==> src/rtl/core/rpe_pkg.sv <==
// Shared types, constants and build-time table functions for the rotary position embedding.
`default_nettype none

package rpe_pkg;

	// Default values of the top-level parameters.
	localparam int HEAD_SIZE_DEF       = 128;
	localparam int MAX_POSITION_DEF    = 32768;
	localparam int ROTATION_STAGES_DEF = 16;

	// Field widths.
	localparam int POS_W = 15;
	localparam int IDX_W = 6;
	localparam int VAL_W = 16;
	localparam int FRAC_W = 12;

	// Rotation datapath widths: values scaled by 2^12 plus CORDIC growth and sign.
	localparam int DW = 31;
	localparam int ZW = 32;
	localparam int AW = 32;
	localparam int GW = 32;
	localparam int PW = 64;

	// Gain product carries Q31 gain and the 2^12 input scale.
	localparam int FINISH_SH = 43;

	localparam logic [AW-1:0] QUARTER_TURN = 32'h4000_0000;
	localparam logic [AW-1:0] HALF_TURN    = 32'h8000_0000;

	localparam logic [63:0] LOG2_BASE_Q32  = 64'd85605435163;
	localparam logic [63:0] INV_TWO_PI_Q32 = 64'd683565275;

	typedef logic [AW-1:0] freq_rom_t [1 << IDX_W];

	// One beat moving along the rotation chain.
	typedef struct packed {
		logic                 valid;
		logic signed [DW-1:0] x;
		logic signed [DW-1:0] y;
		logic signed [ZW-1:0] z;
	} rot_beat_t;

	// Restoring division, evaluated only while building constants.
	function automatic logic [63:0] udiv64(input logic [63:0] num, input logic [63:0] den);
		logic [64:0] rem;
		logic [63:0] quo;
		rem = '0;
		quo = '0;
		for (int i = 63; i >= 0; i--) begin
			rem = {rem[63:0], num[i]};
			if (rem >= {1'b0, den}) begin
				rem = rem - {1'b0, den};
				quo[i] = 1'b1;
			end
		end
		return quo;
	endfunction

	function automatic logic [63:0] isqrt64(input logic [63:0] v);
		logic [63:0] r;
		logic [63:0] b;
		logic [63:0] rem;
		r = '0;
		rem = v;
		b = 64'd1 << 62;
		for (int i = 0; i < 32; i++) begin
			if (rem >= r + b) begin
				rem = rem - (r + b);
				r = (r >> 1) + b;
			end else begin
				r = r >> 1;
			end
			b = b >> 2;
		end
		return r;
	endfunction

	// Frequency of one pair index in turns per position, Q32.
	function automatic logic [AW-1:0] freq_turns(input int idx, input int vec_len);
		logic [63:0] e;
		logic [63:0] n;
		logic [31:0] f;
		logic [63:0] r;
		logic [63:0] m;
		logic [63:0] res;
		e = udiv64(64'(2 * idx) * LOG2_BASE_Q32, 64'(vec_len));
		n = e >> 32;
		f = e[31:0];
		r = 64'd1 << 30;
		m = 64'd1 << 31;
		for (int k = 1; k <= 32; k++) begin
			r = isqrt64(r << 31);
			if (f[32 - k])
				m = (m * r) >> 31;
		end
		if (n >= 64'd32)
			res = '0;
		else
			res = ((m * INV_TWO_PI_Q32) >> 31) >> n;
		return res[AW-1:0];
	endfunction

	function automatic freq_rom_t build_freq_rom(input int vec_len);
		freq_rom_t rom;
		for (int i = 0; i < (1 << IDX_W); i++)
			rom[i] = freq_turns(i, vec_len);
		return rom;
	endfunction

	// Arctangent of 2^-k in turns, Q32.
	function automatic logic [ZW-1:0] atan_turns(input int k);
		logic [63:0] s;
		logic [63:0] term;
		logic [63:0] res;
		int          sh;
		s = '0;
		if (k == 0) begin
			res = 64'd1 << 29;
		end else begin
			for (int j = 0; j < 32; j++) begin
				sh = k * (2 * j + 1);
				if (sh <= 62) begin
					term = udiv64(64'd1 << (62 - sh), 64'(2 * j + 1));
					if (j % 2 == 1)
						s = s - term;
					else
						s = s + term;
				end
			end
			res = ((s >> 32) * INV_TWO_PI_Q32
				+ (((s & 64'hFFFF_FFFF) * INV_TWO_PI_Q32) >> 32)) >> 30;
		end
		return res[ZW-1:0];
	endfunction

	// CORDIC gain compensation 1/prod(sqrt(1 + 4^-k)), Q31.
	function automatic logic [GW-1:0] gain_q31(input int stages);
		logic [63:0] p;
		logic [63:0] res;
		p = 64'd1 << 62;
		for (int k = 0; k < stages; k++)
			p = p - udiv64(p, (64'd1 << (2 * k)) + 64'd1);
		res = isqrt64(p);
		return res[GW-1:0];
	endfunction

endpackage

`default_nettype wire

==> src/rtl/core/rpe_cell.sv <==
// One CORDIC rotation cell: fixed shift, fixed arctangent, one register stage.
`default_nettype none

module rpe_cell #(
	parameter int                        STAGE = 0,
	parameter logic [rpe_pkg::ZW-1:0]    ATAN  = '0
) (
	input  wire logic          clk,
	input  wire logic          arst_n,
	input  wire logic          adv,
	input  rpe_pkg::rot_beat_t prev,
	output rpe_pkg::rot_beat_t next
);
	import rpe_pkg::*;

	logic                 valid_q;
	logic signed [DW-1:0] x_q, y_q;
	logic signed [ZW-1:0] z_q;
	logic signed [DW-1:0] dx, dy;

	assign dx = prev.y >>> STAGE;
	assign dy = prev.x >>> STAGE;

	always_ff @(posedge clk or negedge arst_n) begin
		if (!arst_n)
			valid_q <= 1'b0;
		else if (adv)
			valid_q <= prev.valid;
	end

	// Rotate toward zero residual angle.
	always_ff @(posedge clk) begin
		if (adv) begin
			if (!prev.z[ZW-1]) begin
				x_q <= prev.x - dx;
				y_q <= prev.y + dy;
				z_q <= prev.z - signed'(ATAN);
			end else begin
				x_q <= prev.x + dx;
				y_q <= prev.y - dy;
				z_q <= prev.z + signed'(ATAN);
			end
		end
	end

	assign next = {valid_q, x_q, y_q, z_q};

endmodule

`default_nettype wire

==> config.mk <==
export PLATFORM = sky130hd
export DESIGN_NAME = rpe_cell
export DESIGN_NICKNAME = d
export VERILOG_FILES = /design/src/rtl/core/rpe_pkg.sv /design/src/rtl/core/rpe_cell.sv
export SDC_FILE = /design/constraint.sdc
export NUM_CORES = 1
export LEC_CHECK = 0
export BUFFER_PORTS_ARGS = -buffer_cell sky130_fd_sc_hd__buf_2
export CORE_AREA = 2 2 141 143
export DETAILED_ROUTE_END_ITERATION = 6
export DIE_AREA = 0 0 143 145
export PLACE_DENSITY_LB_ADDON = 0.12
export SLEW_MARGIN = 20
export SYNTH_ARGS = -nofsm -noshare
export SYNTH_HDL_FRONTEND = slang
export SYNTH_SLANG_ARGS = --single-unit
==> constraint.sdc <==
create_clock -name clk -period 2.2 [get_ports clk]
set_input_delay 0.33 -clock clk [delete_from_list [all_inputs] [get_ports clk]]
set_output_delay 0.33 -clock clk [all_outputs]
set_load 0.005 [all_outputs]
After elaboration in Yosys (flattened, before gate mapping) --
Cells that the tools add are included.
Operators by class: mux-type cells 2, add/subtract/negate cells 3
Operators by type and width (count):
- two-way mux 31 bit | 2
- subtractor 31 bit | 2
- adder 31 bit | 1
Storage, ports and cells: output and inout port bits 95, register bits after elaboration 95

Logic depth before layout (Yosys ltp) --
depth after elaboration 2, mapped depth 12, depth with buffers taken out 12

Least setup slack after synthesis --
Ideal clock, no wire load.
kind in2reg, start input port prev[32] (netlist bit), end register y_q[30] (data pin), path buffers 0, library setup time 264 ps, data arrival time 2608 ps, stages 10, setup slack -672 ps, cells stage by stage ha_1 > fa_1 > nor2b_1 > o21ai_1 > a31oi_1 > a2111o_1 > a2111o_1 > a31oi_2 > mux2i_1 > xnor2_1
Between the ends: longest elaborated chain between the ends 2, elaborated cells on any way between the ends 3, those cells by class add/sub (2); mux (1)
Ends and longest elaborated chain:
- from (decl) | RTL line rpe_cell.sv:11 | input rpe_pkg::rot_beat_t prev,
- adder 31 bit / subtractor 31 bit (equally long branches) | RTL line rpe_cell.sv:36, rpe_cell.sv:40
- two-way mux 31 bit * | RTL line rpe_cell.sv:34 | if (!prev.z[ZW-1]) begin
- to (signal assigned) | RTL line rpe_cell.sv:36 | y_q <= prev.y + dy;
- to (signal assigned) | RTL line rpe_cell.sv:40 | y_q <= prev.y - dy;
- to (decl) | RTL line rpe_cell.sv:17 | logic signed [DW-1:0] x_q, y_q;
Every way passes the cells marked *; elsewhere a longest branch is shown, timed or not. A chain may end at the register's enable or synchronous reset.

Worst setup path after layout --
start input port prev[72] (netlist bit), end register y_q[30] (data pin)
Same word-level chain as after synthesis.

==> flow_summary.ini <==
[job]
cap_violations = 0

[finish]
fillers = 1463
drive_gt1_share_pct = 50.7
syn2layout_area_growth_pct = 66.1
final_nets = 1580

[yosys]
synth_sequential_area_ratio_pct = 34.8
ys.flop_type = edfxtp_1
synth_edf_count = 93
syn-num-nets = 1087
avgSynthCellArea_um2 = 9.04
postSynth.asyncResetShare_pct = 1.06
yosys.cell_types.count = 72
mappedNetlistArea_um2 = 8100
ys_seq_elements = 94
postSynthCellCount = 896
yosysWarningCount = 0

[timing]
clock.fmax_mhz = 385
postLayoutSetupSlackWorst_ns = -0.396
slew_headroom_pct = 61.5
min_period_ns = 2.60
finalCritPeriodShare_pct = 118
tightest_slew_ns = 0.572
setup_tns_ns = -8.86
finalSetupViolCount = 33
worst_hold_slack_ns = 0.143
hold_violations = 0
rsz0062_at_grt = true
clock-skew-final_ns = 0
slew_violations = 0

[worst_setup_path]
critical_path_class = in -> reg
critPathLaunchType = input pin
crit_path_top_delay_cell = ha_4
worstSetupEndpointType = register
crit_chain = buf_6 -> ha_4 -> buf_6 -> buf_4 -> nand4_1 -> buf_4 -> o21bai_4 -> nor3_2 -> o31ai_2 -> buf_4 -> a21oi_2 -> o31ai_1 -> mux2i_1 -> xnor2_1
cp_common_cell = buf_4
critical_path.max_stage_delay_ns = 0.33
path_max_fanout = 7
critical_path_required_ns = 2.29
worstPathArrival_ns = 2.69

[clock_network]
clk_pin_slew_ns = 0.08
tritoncts = done
cts-root-buf = clkbuf_16
clockBufferDepth = 2
clock_latency_ns = 0.36
cts_max_level = 3
cts_buffers = 9
clock_sinks = 94

[drt]
routedLengthMet1_um = 12900
wl_um = 29600
avgViaCountPerCell = 5.28
wl_met2_um = 14000
drt-pass1-iter-count = 5
drc = 0
wl_met3_um = 1860
highest_layer = met4
drt_iter0_markers = 642
vias = 8768
postRouteAntennaNets = 0
routedWlPerCell_um = 17.8

[status]
violations = setup timing
status = complete, but fails checks

[placement]
portBuffers = 192
place_hpwl_um = 22400
gp_congestion = 0.918

[floorplan]
chipWidth_um = 143
num_rows = 51
pin_count = 193
core-area_um2 = 19200
start_util_pct = 42.2
die_y_um = 145
die_area_um2 = 20700

[global_routing]
grt_pass1_wl_um = 45400
grt_remaining_overflow = 0
antenna_found_initial = 1
grt_pass1_vias = 8666
grtUsageTotal_pct = 27.9
grt_max_degree = 48

[power_and_ir_drop]
report.power.total_mw = 7.36
power_density_nw_per_um2 = 547
p_leak_nw = 6.11
ir_drop_mv = 0.422

[hold_path]
hp-class = in -> reg
==> worst paths after layout <==
check / end / slack [ns] / cells past startpoint / from
max: y_q[30] / -0.40 / 14 / prev[72]
min: z_q[3] / 0.14 / 1 / prev[3]
max reg2reg: valid_q / 1.46 / 1 / valid_q
min reg2reg: valid_q / 0.51 / 1 / valid_q
max in group asynchronous: valid_q / 1.85 / 2 / arst_n
min in group asynchronous: valid_q / 0.27 / 2 / arst_n
==> cells by family (layout without fill, tap and decap cells) <==
kind of cell	after synthesis	in the layout	synth area share [%]
buffers and inverters	140	638	6.67
multiplexers	10	10	1.27
adder cells (fa/ha/maj)	93	93	14.6
AND/OR/NAND/NOR	209	209	12.9
AO/OA/AOI/OAI	290	290	23.2
flip-flops	94	94	34.8
other	0	1	0
XOR/XNOR	60	60	6.49
==> cells in the mapped netlist (all sizes together), types with 3 or more instances <==
| cell type | number | area, um^2 |
|---|---|---|
| a211o | 3 | 26.3 |
| a211oi | 11 | 87.6 |
| a21boi | 3 | 22.5 |
| a21o | 22 | 165 |
| a21oi | 97 | 485 |
| a221oi | 7 | 67.6 |
| a31oi | 10 | 68.8 |
| a41oi | 3 | 26.3 |
| and2 | 4 | 25.0 |
| and3 | 3 | 18.8 |
| buf | 15 | 71.3 |
| clkbuf | 31 | 116 |
| clkinv | 3 | 11.3 |
| edfxtp | 93 | 2790 |
| fa | 3 | 60.1 |
| ha | 90 | 1130 |
| inv | 91 | 342 |
| mux2i | 8 | 80.1 |
| nand2 | 29 | 109 |
| nand2b | 8 | 50.1 |
| nand3 | 8 | 40.0 |
| nand3b | 4 | 30.0 |
| nand4 | 20 | 125 |
| nor2 | 72 | 270 |
| nor2b | 10 | 62.6 |
| nor3 | 22 | 110 |
| nor4 | 8 | 50.1 |
| o211ai | 16 | 120 |
| o21a | 9 | 67.6 |
| o21ai | 53 | 265 |
| o21bai | 15 | 113 |
| o22ai | 6 | 37.5 |
| o31a | 4 | 35.0 |
| o31ai | 6 | 55.1 |
| o41ai | 3 | 26.3 |
| or2 | 4 | 25.0 |
| or3 | 5 | 31.3 |
| or4 | 6 | 45.0 |
| xnor2 | 55 | 482 |
| xor2 | 5 | 43.8 |
==> stage by stage <==
step	util, %	setup WS, ns	std cells	area, um^2
after floorplan	-	-0.592	896	8550
after global placement	60.7	-0.877	1583	11700
after detailed placement	60.7	-0.964	1583	11700
after CTS	68.0	-0.377	1648	13100
after global routing	70.0	-0.470	1659	13400
final	70.0	-0.396	1660	13400
==> report_power, final <==
part | internal (mW) | switching (mW) | leakage [nW]
registers | 2.29 | 0.0605 | 0.922
logic | 1.67 | 1.66 | 5.05
clock network | 0.902 | 0.767 | 0.146
total | 4.87 | 2.49 | 6.11
==> metal layers <==
| metal | vias up | GRT usage, % |
|---|---|---|
| met5 | - | 0 |
| met4 | 0 | 8.71 |
| met3 | 59 | 4.26 |
| met2 | 346 | 46.2 |
| met1 | 4129 | 37.2 |
| li1 | 4234 | - |
==> timing repair <==
action / in CTS / in global routing
setup endpoints to repair: 39 / 47
hold buffers: 1 / 0
endpoints found under the hold margin: 1 / 0
cloned: 0 / 0
gates resized for setup: 165 / 64
pin swaps: 79 / 63
buffers inserted: 51 / 19
==> worst max-delay path, delay by kind of cell <==
kind	cells	cell delay, ns
adder cells (fa/ha/maj)	1	0.33
AO/OA/AOI/OAI	4	0.73
multiplexers	1	0.12
AND/OR/NAND/NOR	2	0.30
XOR/XNOR	1	0.13
buffers and inverters	5	0.73
==> cell type report <==
class	instances	area (um^2)	share of cell area, %
multi-input cells	662	5820	43.3
repair buffers	528	3780	28.1
flip-flops and latches	94	2820	21.0
inverters	94	393	2.92
well taps	265	332	2.47
clock buffers	10	229	1.70
clock inverters	6	75.1	0.558
diodes	1	2.50	0.0186
==> flip-flops by register name, summed over array words and instances, names as in the netlist <==
name / cells
z_q: 32
x_q: 31
y_q: 30
valid_q: 1
==> placed cells by master, fill, tap and decap left out, drive strengths merged, types with 9 or more instances in the layout <==
cell	netlist	routed
o211ai	16	16
nand4	20	20
nor2	72	72
o21bai	15	15
buf	15	527
a211oi	11	11
clkbuf	31	10
edfxtp	93	93
a21o	22	22
a31oi	10	10
nor2b	10	10
ha	90	90
xnor2	55	55
nor3	22	22
o21a	9	9
a21oi	97	97
inv	91	94
nand2	29	29
o21ai	53	53
Note: power is estimated with default switching activity, not from simulation.
