[config.mk]
export PLATFORM = sky130hd
export DESIGN_NAME = rpe_angle
export DESIGN_NICKNAME = d
export VERILOG_FILES = /design/src/rtl/core/rpe_pkg.sv /design/src/rtl/core/rpe_angle.sv
export SDC_FILE = /design/constraint.sdc
export NUM_CORES = 1
export LEC_CHECK = 0
export ABC_AREA = 1
export BUFFER_PORTS_ARGS = -buffer_cell sky130_fd_sc_hd__buf_2
export CORE_MARGIN = 4
export CORE_UTILIZATION = 60
export CTS_CLUSTER_SIZE = 30
export DETAILED_ROUTE_END_ITERATION = 16
export PLACE_DENSITY_LB_ADDON = 0.1
export SLEW_MARGIN = 20
export SYNTH_ARGS = -nofsm -noshare
export SYNTH_HDL_FRONTEND = slang
export SYNTH_SLANG_ARGS = --single-unit
[constraint.sdc]
create_clock -name clk -period 7.02 [get_ports clk]
set_input_delay 1.053 -clock clk [delete_from_list [all_inputs] [get_ports clk]]
set_output_delay 1.053 -clock clk [all_outputs]
set_load 0.01 [all_outputs]
[src/rtl/core/rpe_pkg.sv]
// Shared types, constants and build-time table functions for the rotary position embedding.
`default_nettype none

package rpe_pkg;

	// Default values of the top-level parameters.
	localparam int HEAD_SIZE_DEF       = 128;
	localparam int MAX_POSITION_DEF    = 32768;
	localparam int ROTATION_STAGES_DEF = 16;

	// Field widths.
	localparam int POS_W = 15;
	localparam int IDX_W = 6;
	localparam int VAL_W = 16;
	localparam int FRAC_W = 12;

	// Rotation datapath widths: values scaled by 2^12 plus CORDIC growth and sign.
	localparam int DW = 31;
	localparam int ZW = 32;
	localparam int AW = 32;
	localparam int GW = 32;
	localparam int PW = 64;

	// Gain product carries Q31 gain and the 2^12 input scale.
	localparam int FINISH_SH = 43;

	localparam logic [AW-1:0] QUARTER_TURN = 32'h4000_0000;
	localparam logic [AW-1:0] HALF_TURN    = 32'h8000_0000;

	localparam logic [63:0] LOG2_BASE_Q32  = 64'd85605435163;
	localparam logic [63:0] INV_TWO_PI_Q32 = 64'd683565275;

	typedef logic [AW-1:0] freq_rom_t [1 << IDX_W];

	// One beat moving along the rotation chain.
	typedef struct packed {
		logic                 valid;
		logic signed [DW-1:0] x;
		logic signed [DW-1:0] y;
		logic signed [ZW-1:0] z;
	} rot_beat_t;

	// Restoring division, evaluated only while building constants.
	function automatic logic [63:0] udiv64(input logic [63:0] num, input logic [63:0] den);
		logic [64:0] rem;
		logic [63:0] quo;
		rem = '0;
		quo = '0;
		for (int i = 63; i >= 0; i--) begin
			rem = {rem[63:0], num[i]};
			if (rem >= {1'b0, den}) begin
				rem = rem - {1'b0, den};
				quo[i] = 1'b1;
			end
		end
		return quo;
	endfunction

	function automatic logic [63:0] isqrt64(input logic [63:0] v);
		logic [63:0] r;
		logic [63:0] b;
		logic [63:0] rem;
		r = '0;
		rem = v;
		b = 64'd1 << 62;
		for (int i = 0; i < 32; i++) begin
			if (rem >= r + b) begin
				rem = rem - (r + b);
				r = (r >> 1) + b;
			end else begin
				r = r >> 1;
			end
			b = b >> 2;
		end
		return r;
	endfunction

	// Frequency of one pair index in turns per position, Q32.
	function automatic logic [AW-1:0] freq_turns(input int idx, input int vec_len);
		logic [63:0] e;
		logic [63:0] n;
		logic [31:0] f;
		logic [63:0] r;
		logic [63:0] m;
		logic [63:0] res;
		e = udiv64(64'(2 * idx) * LOG2_BASE_Q32, 64'(vec_len));
		n = e >> 32;
		f = e[31:0];
		r = 64'd1 << 30;
		m = 64'd1 << 31;
		for (int k = 1; k <= 32; k++) begin
			r = isqrt64(r << 31);
			if (f[32 - k])
				m = (m * r) >> 31;
		end
		if (n >= 64'd32)
			res = '0;
		else
			res = ((m * INV_TWO_PI_Q32) >> 31) >> n;
		return res[AW-1:0];
	endfunction

	function automatic freq_rom_t build_freq_rom(input int vec_len);
		freq_rom_t rom;
		for (int i = 0; i < (1 << IDX_W); i++)
			rom[i] = freq_turns(i, vec_len);
		return rom;
	endfunction

	// Arctangent of 2^-k in turns, Q32.
	function automatic logic [ZW-1:0] atan_turns(input int k);
		logic [63:0] s;
		logic [63:0] term;
		logic [63:0] res;
		int          sh;
		s = '0;
		if (k == 0) begin
			res = 64'd1 << 29;
		end else begin
			for (int j = 0; j < 32; j++) begin
				sh = k * (2 * j + 1);
				if (sh <= 62) begin
					term = udiv64(64'd1 << (62 - sh), 64'(2 * j + 1));
					if (j % 2 == 1)
						s = s - term;
					else
						s = s + term;
				end
			end
			res = ((s >> 32) * INV_TWO_PI_Q32
				+ (((s & 64'hFFFF_FFFF) * INV_TWO_PI_Q32) >> 32)) >> 30;
		end
		return res[ZW-1:0];
	endfunction

	// CORDIC gain compensation 1/prod(sqrt(1 + 4^-k)), Q31.
	function automatic logic [GW-1:0] gain_q31(input int stages);
		logic [63:0] p;
		logic [63:0] res;
		p = 64'd1 << 62;
		for (int k = 0; k < stages; k++)
			p = p - udiv64(p, (64'd1 << (2 * k)) + 64'd1);
		res = isqrt64(p);
		return res[GW-1:0];
	endfunction

endpackage

`default_nettype wire

[src/rtl/core/rpe_angle.sv]
// Front end: frequency ROM, angle product, quadrant fold and input scaling.
`default_nettype none

module rpe_angle #(
	parameter int HEAD_SIZE    = rpe_pkg::HEAD_SIZE_DEF,
	parameter int MAX_POSITION = rpe_pkg::MAX_POSITION_DEF
) (
	input  wire logic                              clk,
	input  wire logic                              arst_n,
	input  wire logic                              adv,
	input  wire logic                              valid,
	input  wire logic        [rpe_pkg::POS_W-1:0]  position,
	input  wire logic        [rpe_pkg::IDX_W-1:0]  pair_index,
	input  wire logic signed [rpe_pkg::VAL_W-1:0]  first_in,
	input  wire logic signed [rpe_pkg::VAL_W-1:0]  second_in,
	output rpe_pkg::rot_beat_t                     beat
);
	import rpe_pkg::*;

	localparam freq_rom_t FREQ_ROM = build_freq_rom(HEAD_SIZE);

	logic                    valid_s1, valid_s2, valid_s3;
	logic        [POS_W-1:0] pos_s1;
	logic        [AW-1:0]    freq_s1;
	logic signed [VAL_W-1:0] x_s1, y_s1, x_s2, y_s2;
	logic        [AW-1:0]    ang_s2;
	logic signed [DW-1:0]    x_s3, y_s3;
	logic signed [ZW-1:0]    z_s3;

	logic        [POS_W-1:0]    pos_clamped;
	logic        [POS_W+AW-1:0] prod;
	logic        [AW-1:0]       ang_sum;
	logic                       flip;
	logic signed [DW-1:0]       xs, ys;

	always_comb begin
		if (32'(position) >= 32'(MAX_POSITION))
			pos_clamped = POS_W'(MAX_POSITION - 1);
		else
			pos_clamped = position;
		prod = (POS_W+AW)'(pos_s1) * (POS_W+AW)'(freq_s1);
		ang_sum = ang_s2 + QUARTER_TURN;
		flip = ang_sum[AW-1];
		xs = {{(DW-VAL_W-FRAC_W){x_s2[VAL_W-1]}}, x_s2, {FRAC_W{1'b0}}};
		ys = {{(DW-VAL_W-FRAC_W){y_s2[VAL_W-1]}}, y_s2, {FRAC_W{1'b0}}};
	end

	always_ff @(posedge clk or negedge arst_n) begin
		if (!arst_n) begin
			valid_s1 <= 1'b0;
			valid_s2 <= 1'b0;
			valid_s3 <= 1'b0;
		end else if (adv) begin
			valid_s1 <= valid;
			valid_s2 <= valid_s1;
			valid_s3 <= valid_s2;
		end
	end

	always_ff @(posedge clk) begin
		if (adv) begin
			pos_s1 <= pos_clamped;
			freq_s1 <= FREQ_ROM[pair_index];
			x_s1 <= first_in;
			y_s1 <= second_in;
			ang_s2 <= prod[AW-1:0];
			x_s2 <= x_s1;
			y_s2 <= y_s1;
			if (flip) begin
				x_s3 <= -xs;
				y_s3 <= -ys;
				z_s3 <= signed'(ang_s2 + HALF_TURN);
			end else begin
				x_s3 <= xs;
				y_s3 <= ys;
				z_s3 <= signed'(ang_s2);
			end
		end
	end

	assign beat = {valid_s3, x_s3, y_s3, z_s3};

endmodule

`default_nettype wire

---- After elaboration in Yosys (flattened, before gate mapping) ----
Memory sizes are Yosys's and may differ from the RTL's. A register that Yosys moved wholly into a read port is not among the register bits.
Cells that the tools add are included.
operators by class
  $mul .................................... 1
  bitwise operators ....................... 1
  add/subtract/negate cells ............... 4
  multiplexer cells ....................... 3
operators by type and width
  operator                  count
  $mux W31                  2
  $neg A28 Y31              2
  $add A32 B31 Y32 const B  1
  $add A32 B32 Y32 const B  1
  $mul A15 B32 Y32          1
  $mux W32                  1
  $not A6 Y7                1
storage, ports and cells
  input port bits ......................... 57
  register bits ........................... 208
  bits in read-only memories .............. 2048
  memories kept ........................... 1
memory list
  name             words  width  rd ports  clocked after memory_dff  wr ports  line             text
  (no name shown)  64     32     1         1                         0         rpe_angle.sv:63  freq_s1 <= FREQ_ROM[pair_index];

---- Longest topological paths before layout ----
  depth in word-level cells ............... 2
  mapped depth ............................ 28

---- Least setup slack after synthesis ----
OpenSTA, ideal clock, no wires.
  path type ............................... flip-flop to flip-flop
  start ................................... reg pos_s1[3]
  end ..................................... reg ang_s2[29] (data pin)
  required time ........................... 6767 ps
  buffers on the path ..................... 2
  clock period less this slack ............ 5637 ps
  library setup time ...................... 253 ps
  setup slack ............................. 1383 ps
  arrival ................................. 5384 ps
  cell stages (with the launch flop) ...... 27
  path through ............................ edfxtp_1 -> clkbuf_1 -> buf_1 -> nand2_1 -> inv_1 -> fa_1 -> inv_1 -> fa_1 -> inv_1 -> fa_1 -> inv_1 -> fa_1 -> inv_1 -> fa_1 -> inv_1 -> fa_1 -> inv_1 -> ha_1 -> nand2_1 -> nand2_1 -> o21bai_1 -> a21oi_1 -> o21ai_1 -> nand2_1 -> nand3_1 -> nand2_1 -> nand2_1
on the way
  longest elaborated chain between the ends .. 1
RTL lines
  item                    line             text
  from (decl)             rpe_angle.sv:23  logic [POS_W-1:0] pos_s1;
  from (signal assigned)  rpe_angle.sv:62  pos_s1 <= pos_clamped;
  $mul A15 B32 Y32        rpe_angle.sv:41  prod = (POS_W+AW)'(pos_s1) * (POS_W+AW)'(freq_s1);
  net prod[29]            rpe_angle.sv:31  logic [POS_W+AW-1:0] prod;
  to (signal assigned)    rpe_angle.sv:66  ang_s2 <= prod[AW-1:0];
  to (decl)               rpe_angle.sv:26  logic [AW-1:0] ang_s2;
The timed path passes the listed nets, and every way through them passes these cells.
A chain may end at the register's enable or synchronous reset.

---- Worst setup path in the final report ----
  start ................................... reg pos_s1[0]
  end ..................................... reg ang_s2[29] (data pin)
The elaborated chain is that of the path after synthesis.

==> results.toml <==
[timing]
min_period_over_period = 0.898
tightest_slew_ns = 1.14
slew_headroom = 0.240
setup_tns_ns = 0
rsz0062_at_grt = "false"
hold_viol = 0
clock.fmax_ghz = 0.159
layout_min_cycle_time_ns = 6.30
drv_slew = 0
finalSetupViolCount = 0
clock_skew_ns = 0.0144

[route]
drt_iter0_drc = 1560
wl_per_cell_um = 18.9
wl_um = 55700
antenna_left = 0
dr.pass1.iters = 6
vias = 16100
route.detailed.drc = 0
drt-vias-per-instance = 5.47

[clock_network]
clock_path_buffers = 3
clk_pin_slew_ns = 0.06
cts_buffers = 24
clk_root_buffer_cell = "clkbuf_16"
ctsResizeCount = 0
hold_buffers = 0
htree_levels = 1
cts_tree = "built"
cts_sinks = 214
clk_latency_ns = 0.54
post_cts_buffers = 0

[layout]
diodes = 0
num-fill-cells = 2798
layout_commonest_cell = "inv_1"
most-common-layout-cells = "inv_1, nand2_1, fa_1"
area_growth_pct = 8.07
drive_gt1_frac = 0.0857
nets = 2904
postLayoutCellArea_sq_um = 22700

[setup_path]
worstSetupPathType = "flip-flop to flip-flop"
worst-path-max-fanout = 18
worst_setup_path_end_kind = "flip-flop"
required_ns = 7.32
startpoint = "pos_s1[0]"
regToRegStartpoint = "pos_s1[0]"
arrival_ns = 6.60
crit_path_start_kind = "flip-flop"

[die]
rows = 68
ioPinCount = 152
die-area_sq_um = 38100
core-area_sq_um = 34500
start_util = 0.609
die_h_um = 195
fp.dieW_um = 195

[global_routing]
grt_antenna_before_repair = 0
grt_remaining_overflow = 0
grt_pass1_vias = 17000
grt_first_pass_wirelength_um = 89100
grt_use_total = 0.295
grt_max_degree = 76

[yosys]
async_reset_ff_frac = 0.0140
ys_seq_area_frac = 0.305
synth_cells = 2397
synthesis.area_sq_um = 21000
synth.distinct_cells = 55
synth_warnings = 0
syn_area_per_cell_sq_um = 8.77
synth_ff_type = "edfxtp_1"
yosys_register_bits = 214
synth_edf_count = 211

[outcome]
status = "completed"

[place]
portBuffers = 127
hpwl_um = 42900
placed_cell_area_sq_um = 21900
gp_congestion = 0.966

[hold_path]
worstHoldPathType = "primary input to async pin"

[run]
drv_cap = 0
-- per-stage QoR --
step | utilization | setup slack, ns | hold WS [ns] | instances
final | 0.658 | 0.717 | 0.305 | 2952
after global routing | 0.658 | 0.399 | 0.287 | 2952
after CTS | 0.658 | 0.717 | 0.288 | 2952
after detailed placement | 0.634 | 0.774 | 0.405 | 2910
after global placement | 0.634 | 0.798 | 0.401 | 2910
after floorplan | - | 1.38 | 0.400 | 2420
-- path summary, 6_finish.rpt --
path                         endpoint  slack [ns]  cells after the start
min                          valid_s3        0.30                      1
max reg2reg                ang_s2[29]        0.72                     22
max                        ang_s2[29]        0.72                     22
min in group clk              y_s2[8]        0.41                      0
min reg2reg                   y_s2[8]        0.41                      0
max in group asynchronous    valid_s1        6.60                      1
-- sequential cells by signal, summed over array words and instances, names as in the netlist, 19 cells and up --
signal,cells
ang_s2,32
freq_s1,30
x_s3,19
y_s3,19
z_s3,32
-- cell families (layout without fill, tap and decap cells) --
| group | after synthesis | in the layout | synth area share |
|---|---|---|---|
| muxes | 1 | 1 | 0.000535 |
| AOI/OAI and AO/OA | 206 | 206 | 0.0572 |
| DFF | 214 | 214 | 0.305 |
| and+or+nand+nor | 822 | 822 | 0.157 |
| adders and majority gates | 366 | 366 | 0.321 |
| buffers and inverters | 736 | 813 | 0.138 |
| xor gates and xnor gates | 51 | 51 | 0.0212 |
| other | 1 | 24 | 0.000178 |
-- cell type report --
| cell class | instances | area [sq um] | area share |
|---|---|---|---|
| multi-input cells | 1470 | 11800 | 0.519 |
| flip-flops and latches | 214 | 6410 | 0.282 |
| inverters | 623 | 2340 | 0.103 |
| repair buffers | 148 | 802 | 0.0353 |
| clock buffers | 34 | 698 | 0.0307 |
| well taps | 455 | 569 | 0.0250 |
| clock inverters | 8 | 113 | 0.00495 |
-- worst max-delay path, cell delays in order, from the launching register on --
cell and delay (ns):
edfxtp_1 0.73, nand2_1 0.22, inv_1 0.08, fa_1 0.54, inv_1 0.07, fa_1 0.53
inv_1 0.05, fa_1 0.49, inv_1 0.05, fa_1 0.53, inv_1 0.05, fa_1 0.52
inv_1 0.05, fa_1 0.52, inv_1 0.05, ha_1 0.34, nand2_1 0.13, nor2_1 0.25
a21oi_1 0.19, o21ai_1 0.33, nand2_1 0.15, nand4_1 0.10, nand2_1 0.05
-- per-layer routing --
| metal | routed length [um] | GRT usage | up-vias |
|---|---|---|---|
| li1 | - | - | 7331 |
| met1 | 20900 | 0.380 | 7734 |
| met2 | 27100 | 0.499 | 882 |
| met3 | 5040 | 0.0504 | 191 |
| met4 | 2690 | 0.122 | 0 |
| met5 | 0 | 0 | - |
-- cells in the mapped netlist (all sizes together), types with 21 or more instances --
library cell / instances / area (sq um)
a21oi: 70 / 358
buf: 54 / 350
clkbuf: 59 / 221
edfxtp: 211 / 6340
fa: 288 / 5770
ha: 78 / 976
inv: 623 / 2340
nand2: 606 / 2290
nand3: 54 / 275
nor2: 120 / 465
nor3: 21 / 125
o21ai: 82 / 414
xor2: 38 / 333
Power is left out: the tool's default activity adds up to more than one toggle a clock period on the data nets, which glitch-free logic cannot reach.
